### config.mk
export PLATFORM = sky130hd
export DESIGN_NAME = base64_codec
export DESIGN_NICKNAME = d
export VERILOG_FILES = /design/src/rtl/b64_pkg.sv /design/src/rtl/base64_codec.sv /design/src/rtl/b64_core.sv /design/src/rtl/b64_burst.sv
export SDC_FILE = /design/constraint.sdc
export NUM_CORES = 1
export LEC_CHECK = 0
export BUFFER_PORTS_ARGS = -buffer_cell sky130_fd_sc_hd__buf_4
export CAP_MARGIN = 25
export CORE_MARGIN = 5
export CORE_UTILIZATION = 60
export DETAILED_ROUTE_END_ITERATION = 12
export PLACE_DENSITY_LB_ADDON = 0.3
export SYNTH_ARGS = -nofsm -noshare
export SYNTH_HDL_FRONTEND = slang
export SYNTH_SLANG_ARGS = --single-unit
### constraint.sdc
create_clock -name clk -period 4.55 [get_ports clk]
set_input_delay 0.2275 -clock clk [delete_from_list [all_inputs] [get_ports clk]]
set_output_delay 0.2275 -clock clk [all_outputs]
set_load 0.05 [all_outputs]
### src/rtl/b64_pkg.sv
// Shared types, constants and character mapping functions for the Base64 codec.
`default_nettype none
package b64_pkg;

  localparam logic [7:0] PAD_CHAR = 8'd61;
  localparam int         MAX_RES  = 4;

  typedef enum logic [1:0] {
    ST_DATA    = 2'd0,
    ST_END     = 2'd1,
    ST_BAD_PAD = 2'd2,
    ST_BAD_LEN = 2'd3
  } status_t;

  typedef struct packed {
    logic [7:0] data;
    status_t    status;
    logic       last;
  } res_t;

  // Results of one request, entry 0 goes out first
  typedef struct packed {
    logic [2:0]              count;
    res_t [MAX_RES-1:0]      res;
  } burst_t;

  function automatic logic [7:0] sextet_char(input logic [5:0] v);
    logic [7:0] w;
    w = {2'b00, v};
    if (v < 6'd26)       return w + 8'd65;
    else if (v < 6'd52)  return w + 8'd71;
    else if (v < 6'd62)  return w - 8'd4;
    else if (v == 6'd62) return 8'd43;
    else                 return 8'd47;
  endfunction

  // Characters outside the alphabet map to zero
  function automatic logic [5:0] char_value(input logic [7:0] c);
    logic [7:0] w;
    w = 8'd0;
    if (c >= 8'd65 && c <= 8'd90)       w = c - 8'd65;
    else if (c >= 8'd97 && c <= 8'd122) w = c - 8'd71;
    else if (c >= 8'd48 && c <= 8'd57)  w = c + 8'd4;
    else if (c == 8'd43)                w = 8'd62;
    else if (c == 8'd47)                w = 8'd63;
    return w[5:0];
  endfunction

endpackage
`default_nettype wire

### src/rtl/base64_codec.sv
// Base64 encoder/decoder (standard alphabet) with stream input and output.
// Slave channel: s_tdata carries one byte (raw data when encoding, ASCII text
// when decoding), s_tlast marks the last byte of a message.
// Master channel: m_tdata carries a Base64 character (encode) or a decoded
// byte (decode), m_tuser the status (0 data, 1 end marker without data,
// 2 bad padding, 3 bad length), m_tlast the final result of the message.
// cfg_we writes cfg_wdata to the direction bit (0 encode, 1 decode) and clears
// any partial group; write it only while the codec is idle.
// A request passes the input register and then the result register before
// its first result is on m_tdata. It yields 0 to 4 results, sent one per
// cycle from the result register while m_tready is high.
// The input register takes a new request while results still wait, and the
// result register reloads in the cycle its last result is taken.
// Reset clears the direction to encode and all group state. When the receiver
// stalls, results hold and s_tready drops once the input register is full.
`default_nettype none
module base64_codec (
  input  wire logic       clk,
  input  wire logic       rst,
  input  wire logic       cfg_we,
  input  wire logic       cfg_wdata,
  input  wire logic       s_tvalid,
  output logic            s_tready,
  input  wire logic [7:0] s_tdata,   // in_byte
  input  wire logic       s_tlast,
  output logic            m_tvalid,
  input  wire logic       m_tready,
  output logic [7:0]      m_tdata,   // out_byte
  output logic [1:0]      m_tuser,   // out_status
  output logic            m_tlast
);
  import b64_pkg::*;

  logic       in_valid;
  logic [7:0] in_byte;
  logic       in_last;
  logic       free;
  logic       load;
  burst_t     burst;

  assign load     = in_valid && free;
  assign s_tready = !in_valid || load;

  always_ff @(posedge clk) begin
    if (rst) begin
      in_valid <= 1'b0;
    end else if (s_tready) begin
      in_valid <= s_tvalid;
    end
  end

  always_ff @(posedge clk) begin
    if (s_tvalid && s_tready) begin
      in_byte <= s_tdata;
      in_last <= s_tlast;
    end
  end

  b64_core u_core (
    .clk       (clk),
    .rst       (rst),
    .cfg_we    (cfg_we),
    .cfg_wdata (cfg_wdata),
    .step      (load),
    .in_byte   (in_byte),
    .in_last   (in_last),
    .burst     (burst)
  );

  b64_burst u_burst (
    .clk      (clk),
    .rst      (rst),
    .load     (load),
    .burst_in (burst),
    .free     (free),
    .m_tvalid (m_tvalid),
    .m_tready (m_tready),
    .m_tdata  (m_tdata),
    .m_tuser  (m_tuser),
    .m_tlast  (m_tlast)
  );

endmodule
`default_nettype wire

### src/rtl/b64_core.sv
// Codec group state, direction register and per-request result generation.
`default_nettype none
module b64_core (
  input  wire logic            clk,
  input  wire logic            rst,
  input  wire logic            cfg_we,
  input  wire logic            cfg_wdata,
  input  wire logic            step,
  input  wire logic [7:0]      in_byte,
  input  wire logic            in_last,
  output b64_pkg::burst_t      burst
);
  import b64_pkg::*;

  logic        direction;
  logic [23:0] group_bits;
  logic [1:0]  group_count;
  logic [1:0]  pad_seen;
  logic        skip_rest;

  logic [23:0] group_bits_next;
  logic [1:0]  group_count_next;
  logic [1:0]  pad_seen_next;
  logic        skip_rest_next;

  logic [23:0] enc_bits;
  logic [23:0] enc_v;
  logic [23:0] dec_bits;
  logic [1:0]  enc_cnt;
  logic [1:0]  skip_cnt;
  logic        is_pad;
  logic        bad;
  logic        ended;
  logic [2:0]  n;

  assign is_pad   = (in_byte == PAD_CHAR);
  assign enc_bits = {group_bits[15:0], in_byte};
  assign enc_cnt  = group_count + 2'd1;
  assign dec_bits = {group_bits[17:0], is_pad ? 6'd0 : char_value(in_byte)};
  assign skip_cnt = (pad_seen == 2'd3) ? group_count + 2'd1 : group_count;

  // Left-justify a short final group
  always_comb begin
    case (enc_cnt)
      2'd3:    enc_v = enc_bits;
      2'd2:    enc_v = {enc_bits[15:0], 8'd0};
      2'd1:    enc_v = {enc_bits[7:0], 16'd0};
      default: enc_v = 24'd0;
    endcase
  end

  always_comb begin
    group_bits_next  = group_bits;
    group_count_next = group_count;
    pad_seen_next    = pad_seen;
    skip_rest_next   = skip_rest;
    bad              = 1'b0;
    ended            = 1'b0;
    n                = 3'd0;
    burst            = '0;

    if (!direction) begin
      group_bits_next  = enc_bits;
      group_count_next = enc_cnt;
      if (enc_cnt == 2'd3 || in_last) begin
        burst.res[0].data = sextet_char(enc_v[23:18]);
        burst.res[1].data = sextet_char(enc_v[17:12]);
        burst.res[2].data = (enc_cnt == 2'd1 || enc_cnt == 2'd0) ?
                            PAD_CHAR : sextet_char(enc_v[11:6]);
        burst.res[3].data = (enc_cnt == 2'd3) ? sextet_char(enc_v[5:0]) : PAD_CHAR;
        burst.res[3].last = in_last;
        n                 = 3'd4;
        group_bits_next   = 24'd0;
        group_count_next  = 2'd0;
      end
      if (in_last) begin
        pad_seen_next  = 2'd0;
        skip_rest_next = 1'b0;
      end
    end else if (skip_rest) begin
      group_count_next = skip_cnt;
      if (in_last) begin
        if (pad_seen == 2'd3) begin
          burst.res[0] = '{8'd0, (skip_cnt != 2'd0) ? ST_BAD_LEN : ST_END, 1'b1};
          n            = 3'd1;
        end
        group_bits_next  = 24'd0;
        group_count_next = 2'd0;
        pad_seen_next    = 2'd0;
        skip_rest_next   = 1'b0;
      end
    end else begin
      if (is_pad) begin
        if (group_count < 2'd2) begin
          bad = 1'b1;
        end else if (group_count == 2'd2) begin
          pad_seen_next    = 2'd1;
          group_bits_next  = dec_bits;
          group_count_next = 2'd3;
        end else begin
          burst.res[0].data = dec_bits[23:16];
          n                 = 3'd1;
          if (pad_seen != 2'd1) begin
            burst.res[1].data = dec_bits[15:8];
            n                 = 3'd2;
          end
          ended = 1'b1;
        end
      end else if (group_count == 2'd3 && pad_seen == 2'd1) begin
        bad = 1'b1;
      end else if (group_count == 2'd3) begin
        burst.res[0].data = dec_bits[23:16];
        burst.res[1].data = dec_bits[15:8];
        burst.res[2].data = dec_bits[7:0];
        n                 = 3'd3;
        group_bits_next   = 24'd0;
        group_count_next  = 2'd0;
      end else begin
        group_bits_next  = dec_bits;
        group_count_next = group_count + 2'd1;
      end

      if (bad) begin
        burst.res[0]     = '{8'd0, ST_BAD_PAD, 1'b1};
        n                = 3'd1;
        group_bits_next  = 24'd0;
        group_count_next = 2'd0;
        pad_seen_next    = 2'd0;
        skip_rest_next   = !in_last;
      end else if (ended) begin
        group_bits_next  = 24'd0;
        group_count_next = 2'd0;
        if (in_last) begin
          burst.res[n[1:0] - 2'd1].last = 1'b1;
          pad_seen_next  = 2'd0;
          skip_rest_next = 1'b0;
        end else begin
          // count the trailing text so the total length can be checked
          pad_seen_next  = 2'd3;
          skip_rest_next = 1'b1;
        end
      end else if (in_last) begin
        if (group_count_next != 2'd0) begin
          burst.res[n[1:0]] = '{8'd0, ST_BAD_LEN, 1'b1};
          n                 = n + 3'd1;
        end else if (n != 3'd0) begin
          burst.res[n[1:0] - 2'd1].last = 1'b1;
        end else begin
          burst.res[0] = '{8'd0, ST_END, 1'b1};
          n            = 3'd1;
        end
        group_bits_next  = 24'd0;
        group_count_next = 2'd0;
        pad_seen_next    = 2'd0;
        skip_rest_next   = 1'b0;
      end
    end

    burst.count = n;
  end

  always_ff @(posedge clk) begin
    if (rst) begin
      direction   <= 1'b0;
      group_bits  <= 24'd0;
      group_count <= 2'd0;
      pad_seen    <= 2'd0;
      skip_rest   <= 1'b0;
    end else if (cfg_we) begin
      direction   <= cfg_wdata;
      group_bits  <= 24'd0;
      group_count <= 2'd0;
      pad_seen    <= 2'd0;
      skip_rest   <= 1'b0;
    end else if (step) begin
      group_bits  <= group_bits_next;
      group_count <= group_count_next;
      pad_seen    <= pad_seen_next;
      skip_rest   <= skip_rest_next;
    end
  end

endmodule
`default_nettype wire

### src/rtl/b64_burst.sv
// Result register: holds one request's results, sent one per cycle on m_tready.
`default_nettype none
module b64_burst (
  input  wire logic            clk,
  input  wire logic            rst,
  input  wire logic            load,
  input  wire b64_pkg::burst_t burst_in,
  output logic                 free,
  output logic                 m_tvalid,
  input  wire logic            m_tready,
  output logic [7:0]           m_tdata,
  output logic [1:0]           m_tuser,
  output logic                 m_tlast
);
  import b64_pkg::*;

  logic [2:0]         count;
  res_t [MAX_RES-1:0] entries;
  logic               take;

  assign m_tvalid = (count != 3'd0);
  assign take     = m_tvalid && m_tready;
  // Free when empty or once the last held result leaves in this cycle
  assign free     = (count == 3'd0) || (count == 3'd1 && m_tready);

  assign m_tdata = entries[0].data;
  assign m_tuser = entries[0].status;
  assign m_tlast = entries[0].last;

  always_ff @(posedge clk) begin
    if (rst) begin
      count <= 3'd0;
    end else if (load) begin
      count <= burst_in.count;
    end else if (take) begin
      count <= count - 3'd1;
    end
  end

  always_ff @(posedge clk) begin
    if (load) begin
      entries <= burst_in.res;
    end else if (take) begin
      for (int i = 0; i < MAX_RES - 1; i++) begin
        entries[i] <= entries[i+1];
      end
    end
  end

endmodule
`default_nettype wire

# Word-level counts from Yosys, hierarchy flattened
# Cells that the tools add are included.
# Widths: inputs -> output; s select.
# op_classes
add_sub_neg,19
n_lt_le_gt_ge,23
n_eq_ne,23
mux,149
bitwise,3
n_reduce_logical,29
# op_table
operator,n
$mux 8,40
$mux 18,12
$mux 44,4
$mux 33,5
$mux 3,25
$pmux 24 s3,1
$add 6x7->8 const B,8
$mux 2,28
$mux 11,5
$lt 6x6->1 const B,8
$bwmux 44,1
$demux 11 s2,2
$mux 6,6
$ne 6x6->1 const B,6
$and 24x32->32,1
$not 32->32,1
$sub 6x3->7 const B,4
$eq 6x6->1 const B,4
$eq 8x6->1 const B,3
$lt 6x5->1 const B,4
$mux 1,18
$mux 9,2
$ge 8x7->1 const B,2
$le 8x7->1 const B,2
other kinds (30),54
# totals
ff_bits,81
inputBits,15
word_cells,267

# Depth between registers and ports, before layout
# logic_depth
word_depth,21
mapped_depth,16
depth_no_buf,13

# Modules after synthesis
# A second synthesis with hierarchy kept.
# hier_totals
hier_cells,789
area_unflattened_um2,6819.0
# modules_own_cells
module,n_inst,cells_each,area_per_inst_um2,seq_area_each_um2
b64_core,1,657,4450.5,480.5
b64_burst,1,117,2035.7,1381.3
base64_codec,1,15,332.8,290.3

# Worst setup path before layout
# OpenSTA, ideal clock, no wires.
# synth_path
kind,register to register
startpoint,register u_core.group_count[1]
endpoint,"register u_burst.entries, in the netlist u_burst.m_tdata[2] (data pin)"
t_arrival_ps,3141
slack_ps,1144
stages_incl_launch_ff,14
period_less_slack_ps,3406
cell_sequence,dfxtp_1 -> inv_1 -> ha_1 -> buf_6 -> a222oi_1 -> or2_2 -> inv_1 -> ha_1 -> o21bai_1 -> a21oi_2 -> nor2_1 -> a22o_1 -> o21bai_1 -> nand4_1
# synth_between
elab_chain_len,19
elab_cells_between_ends,74
classes_between,5 x add/sub; 6 x order compare; 6 x eq/ne; 50 x mux; 2 x bitwise; 5 x reduce/logical
# synth_rtl
element,line,rtl
"start, declared",b64_core.sv:17,logic [1:0] group_count;
"start signal, assigned",b64_core.sv:177,group_count <= group_count_next;
$eq 2x2->1 (on tied branches),"b64_core.sv:109, b64_core.sv:111, b64_core.sv:96",
"$mux 2, or another cell as far along",b64_core.sv:111,end else if (group_count == 2'd3) begin
$mux 3 (on tied branches),"b64_core.sv:109, b64_core.sv:94",
$mux 3,b64_core.sv:93,if (is_pad) begin
$mux 3,b64_core.sv:80,end else if (skip_rest) begin
$mux 3,b64_core.sv:62,if (!direction) begin
$lt 2x3->1 (implied by the code) or $ge 2x1->1 (tied branches),b64_core.sv:144,"burst.res[n[1:0]] = '{8'd0, ST_BAD_LEN, 1'b1};"
$logic_and 1x1->1 (implied by the code),b64_core.sv:144,
(+3 left out),-,
$and 24x32->32 (no source line),-,
$mux 44,b64_core.sv:143,if (group_count_next != 2'd0) begin
$mux 44,b64_core.sv:142,end else if (in_last) begin
$mux 44,b64_core.sv:130,end else if (ended) begin
$mux 11,b64_core.sv:123,if (bad) begin
$mux 11,b64_core.sv:80,
$mux 8 *,b64_core.sv:62,
$mux 33 *,b64_burst.sv:41,if (load) begin
"end signal, assigned",b64_burst.sv:42,entries <= burst_in.res;
"end signal, assigned by index",b64_burst.sv:45,entries[i] <= entries[i+1];
"end, declared",b64_burst.sv:18,res_t [MAX_RES-1:0] entries;
# Mark *: on every way between the ends. The rest lies on a longest branch, timed or not. The select of a mux whose other input is x is not followed.
# A chain may end at the register's enable or synchronous reset.

# Worst setup path in the final report
# layout_path
startpoint,register u_core.group_count[0]
endpoint,register u_burst.entries[27] (netlist bit) (data pin)
# layout_between
elab_chain_len,19
elab_cells_between_ends,75
classes_between,5 x add/sub; 6 x order compare; 6 x eq/ne; 49 x mux; 2 x bitwise; 7 x reduce/logical
# layout_rtl
element,line
$eq 2x2->1 (on tied branches),"b64_core.sv:109, b64_core.sv:111, b64_core.sv:96"
"$mux 2, or another cell as far along",b64_core.sv:111
$mux 3 (on tied branches),"b64_core.sv:109, b64_core.sv:94"
$mux 3,b64_core.sv:93
$mux 3,b64_core.sv:80
$mux 3,b64_core.sv:62
$lt 2x3->1 (implied by the code) or $ge 2x1->1 (tied branches),b64_core.sv:144
$logic_and 1x1->1 (implied by the code),b64_core.sv:144
(+3 left out),-
$and 24x32->32 (no source line),-
$mux 44,b64_core.sv:143
$mux 44,b64_core.sv:142
$mux 44,b64_core.sv:130
$mux 33,b64_core.sv:123
$mux 33,b64_core.sv:80
$mux 9 *,b64_core.sv:62
$mux 33 *,b64_burst.sv:41
# Marks and branches as above.

==> results.rst <==
.. list-table::
   :header-rows: 1

   * - Metric
     - Value
   * - Run status
     - complete, no violations
   * - Worst relative slew slack
     - 29.4%
   * - Count of placed standard cells including taps
     - 922
   * - Slew at the pin closest to its max-slew limit
     - 1.06 ns
   * - Routed wirelength normalized by instance count
     - 20.2 um
   * - Global router's overall resource usage
     - 28.9%
   * - Via density
     - 6.82
   * - Die width
     - 114 um
   * - Initial antenna violation count
     - 0
   * - Source-to-sink clock delay at the later pin of the worst-skew pair
     - 0.37 ns
   * - Post-route ant nets
     - 0
   * - Critical path startpoint category
     - flip-flop
   * - Final period utilization
     - 89.8%
   * - Source of the worst hold timing path
     - s_tdata[2]
   * - Area of the placeable core
     - 0.0107 sq mm
   * - TritonCTS clock tree
     - done
   * - Clock Path Buffers
     - 2
   * - Iter 0 DRT Violations
     - 944
   * - Share of final-layout standard cells stronger than drive strength 1
     - 12.2%
   * - Endpoints failing setup
     - 0
   * - Number of cells produced by synthesis
     - 789
   * - Warnings from Yosys
     - 0
   * - Critical path, cell by cell
     - inv_1, ha_1, a22oi_1, nor2_1, inv_1, ha_1, nor4_1, a22o_1, a21oi_1, a311o_1
   * - Non-filler instance count after layout
     - 938
   * - Hold violation total from the final report
     - 0
   * - Overall die height
     - 114 um
   * - Residual DRC
     - 0
   * - Nets
     - 858
   * - # Max-Cap Violations
     - 0
   * - Post-synth EDFFs
     - 50
   * - Largest clock skew in the final design
     - 0.0164 ns
   * - Highest clock frequency the design can meet
     - 0.245 GHz
   * - Detailed-route via count
     - 6401
   * - Cts repair resizes
     - 0
   * - Number of CTS-inserted buffers
     - 9
   * - Synth async-reset ratio
     - 0%
   * - Pin count of the biggest net entering global routing
     - 46
   * - Buffer type at the clock tree root
     - sky130_fd_sc_hd__clkbuf_8
   * - Total negative setup slack
     - 0 ns
   * - Largest stage delay on the critical path
     - 0.77 ns
   * - Worst R2R Start
     - u_core.group_count[0]$_SDFFE_PP0P_
   * - Arrival time reported for the critical path endpoint
     - 4.20 ns
   * - Worst endpoint required time
     - 4.67 ns
   * - Post-synthesis cell type count
     - 82
   * - Number of global-route vias before repair
     - 6026
   * - Timing startpoint of the critical path
     - u_core.group_count[0]$_SDFFE_PP0P_
   * - Area growth syn-to-layout
     - 7.54%
   * - Top cells by area in the synthesized netlist
     - sky130_fd_sc_hd__edfxtp_1, sky130_fd_sc_hd__ha_1, sky130_fd_sc_hd__dfxtp_1, sky130_fd_sc_hd__o21ai_0, sky130_fd_sc_hd__nand2_1
   * - Part of the Yosys area used for sequential elements
     - 31.6%
   * - Most area-hungry cell type in the Yosys netlist
     - sky130_fd_sc_hd__edfxtp_1
   * - Leakage power of the design
     - 0.00281 uW
   * - Setup fix buffers added after clock tree synthesis
     - 0
   * - DPL Wire Length
     - 13400 um
   * - RSZ-0062 raised after global routing
     - no
   * - Final number of max-transition violations
     - 0
   * - Pwr Density
     - 479 mW/mm^2
   * - Ys flop type
     - sky130_fd_sc_hd__edfxtp_1
   * - Wire length of the first global-routing pass
     - 30300 um
   * - Critical setup path kind
     - reg -> reg
   * - Peak ir drop on the vdd network
     - 395 uV
   * - Mean instance size in the synthesized netlist
     - 8.26 sq um
   * - Inserted Diodes
     - 0
   * - Full die area
     - 0.0130 sq mm
   * - Capturing element type of the critical path
     - flip-flop
   * - Fillcell total
     - 886
   * - Sink count of the clock tree
     - 78
   * - Final Wtd Congestion
     - 0.995
   * - First-pass iteration count of the detailed router
     - 7
   * - Min cycle time layout
     - 4.08 ns
   * - Final wirelength
     - 19000 um
   * - #FFs+latches synth
     - 78
   * - Clk slew on worst S/H paths
     - 0.10 ns
   * - Initial Util
     - 60.7%
   * - Synthesized net count
     - 854
   * - Cell area after technology mapping
     - 0.00652 sq mm
   * - Port bufs
     - 27
   * - Class of the tightest hold or removal check
     - in -> reg
   * - Critical path's slowest cell
     - sky130_fd_sc_hd__nor4_1
   * - Total congestion overflow after global routing
     - 0
   * - Top cells by instance count after synthesis
     - sky130_fd_sc_hd__nand2_1, sky130_fd_sc_hd__nor2_1, sky130_fd_sc_hd__o21ai_0, sky130_fd_sc_hd__a21oi_1
   * - Critical path fanouts, max
     - 17
   * - Number of placement rows
     - 38
   * - H-tree level count
     - 3
   * - Number of hold buffers added after CTS
     - 0
   * - I/O pin count
     - 28
   * - Share of the synthesized area in the top cell type
     - 23.0%
==> layout make-up <==
class / count / area (sq um) / share of cell area (%)
Clock buffer: 9 / 124 / 1.77
Multi-Input combinational cell: 616 / 4030 / 57.5
Inverter: 39 / 146 / 2.09
Clock inverter: 7 / 101 / 1.45
Tap cell: 140 / 175 / 2.50
Sequential cell: 78 / 2060 / 29.4
Timing Repair Buffer: 49 / 368 / 5.25
==> report_power, final <==
group          leakage, uW  switching (uW)  internal [uW]
logic              0.00199            1070            503
registers         0.000709             118           1060
clock network     0.000116             293            317
total              0.00281            1480           1880
==> path summary, 6_finish.rpt <==
path | cells after the start | slack [ns] | to
worst max-delay path | 10 | 0.47 | u_burst.entries[27]$_DFFE_PP_
worst min-delay path | 1 | 0.04 | in_byte[2]$_DFFE_PP_
worst max register to register | 10 | 0.47 | u_burst.entries[27]$_DFFE_PP_
worst min register to register | 2 | 0.53 | u_burst.count[1]$_SDFFE_PP0P_
==> layout by cell type, fill, tap and decap left out, types with 5 or more instances in the layout <==
master,synthesis,routed
sky130_fd_sc_hd__a211oi_1,8,8
sky130_fd_sc_hd__a21o_1,5,5
sky130_fd_sc_hd__a21oi_1,55,55
sky130_fd_sc_hd__a221oi_1,23,23
sky130_fd_sc_hd__a222oi_1,8,8
sky130_fd_sc_hd__a22o_1,6,6
sky130_fd_sc_hd__a22oi_1,11,11
sky130_fd_sc_hd__a31oi_1,15,15
sky130_fd_sc_hd__and2_1,8,8
sky130_fd_sc_hd__and3_1,5,5
sky130_fd_sc_hd__buf_4,12,49
sky130_fd_sc_hd__clkbuf_8,0,9
sky130_fd_sc_hd__dfxtp_1,28,28
sky130_fd_sc_hd__edfxtp_1,50,50
sky130_fd_sc_hd__ha_1,50,50
sky130_fd_sc_hd__inv_1,37,37
sky130_fd_sc_hd__mux2i_1,8,8
sky130_fd_sc_hd__nand2_1,81,81
sky130_fd_sc_hd__nand2b_1,11,11
sky130_fd_sc_hd__nand3_1,31,31
sky130_fd_sc_hd__nand4_1,6,6
sky130_fd_sc_hd__nor2_1,81,81
sky130_fd_sc_hd__nor2b_1,9,9
sky130_fd_sc_hd__nor3_1,12,11
sky130_fd_sc_hd__nor4_1,7,7
sky130_fd_sc_hd__o211ai_1,5,5
sky130_fd_sc_hd__o21a_1,5,5
sky130_fd_sc_hd__o21ai_0,63,63
sky130_fd_sc_hd__o221ai_1,6,6
sky130_fd_sc_hd__or2_2,12,12
sky130_fd_sc_hd__xnor2_1,6,6
==> per-layer routing <==
| layer | up-vias | global-route usage, % | share of wire (%) |
|---|---|---|---|
| met5 | - | 0 | 0 |
| met4 | 0 | 12.1 | 3.5 |
| met3 | 64 | 4.44 | 9.5 |
| met2 | 395 | 48.4 | 47 |
| met1 | 2990 | 37.2 | 40 |
| li1 | 2952 | - | - |
==> logic make-up after synthesis <==
family	after synthesis	synth area share (%)
and+or+nand+nor	286	21.6
AOI/OAI and AO/OA	260	27.7
buffers and inverters	95	6.56
adders and majority gates	50	9.60
xor gates and xnor gates	9	1.21
muxes	11	1.75
DFF	78	31.6
==> worst max-delay path, delay by kind of cell, from the launching register on <==
kind,cells,cell delay [ns]
buffers and inverters,2,0.32
AOI/OAI and AO/OA,4,0.95
and+or+nand+nor,2,1.16
adders and majority gates,2,0.97
DFF,1,0.42
==> per-stage QoR <==
step	setup slack (ns)	hold WS (ns)	util (%)	area, sq um	total power, uW
3_3_place_gp	0.869	0.405	63.1	6790	2670
5_1_grt	0.184	0.0243	65.2	7010	3530
3_5_place_dp	0.604	0.407	63.1	6790	2720
2_1_floorplan	1.14	0.297	-	6520	2340
6_report	0.466	0.0393	65.2	7010	3360
4_1_cts	0.561	0.0269	65.2	7010	3330
==> registers in the layout (all words and copies together) (netlist names), 2 cells and up <==
name	flops
u_core.group_bits	18
in_byte	8
u_burst.m_tdata	8
u_burst.count	3
u_core.pad_seen	2
u_burst.m_tuser	2
u_burst.entries	30
u_core.group_count	2
(Power assumes the default switching activity.)
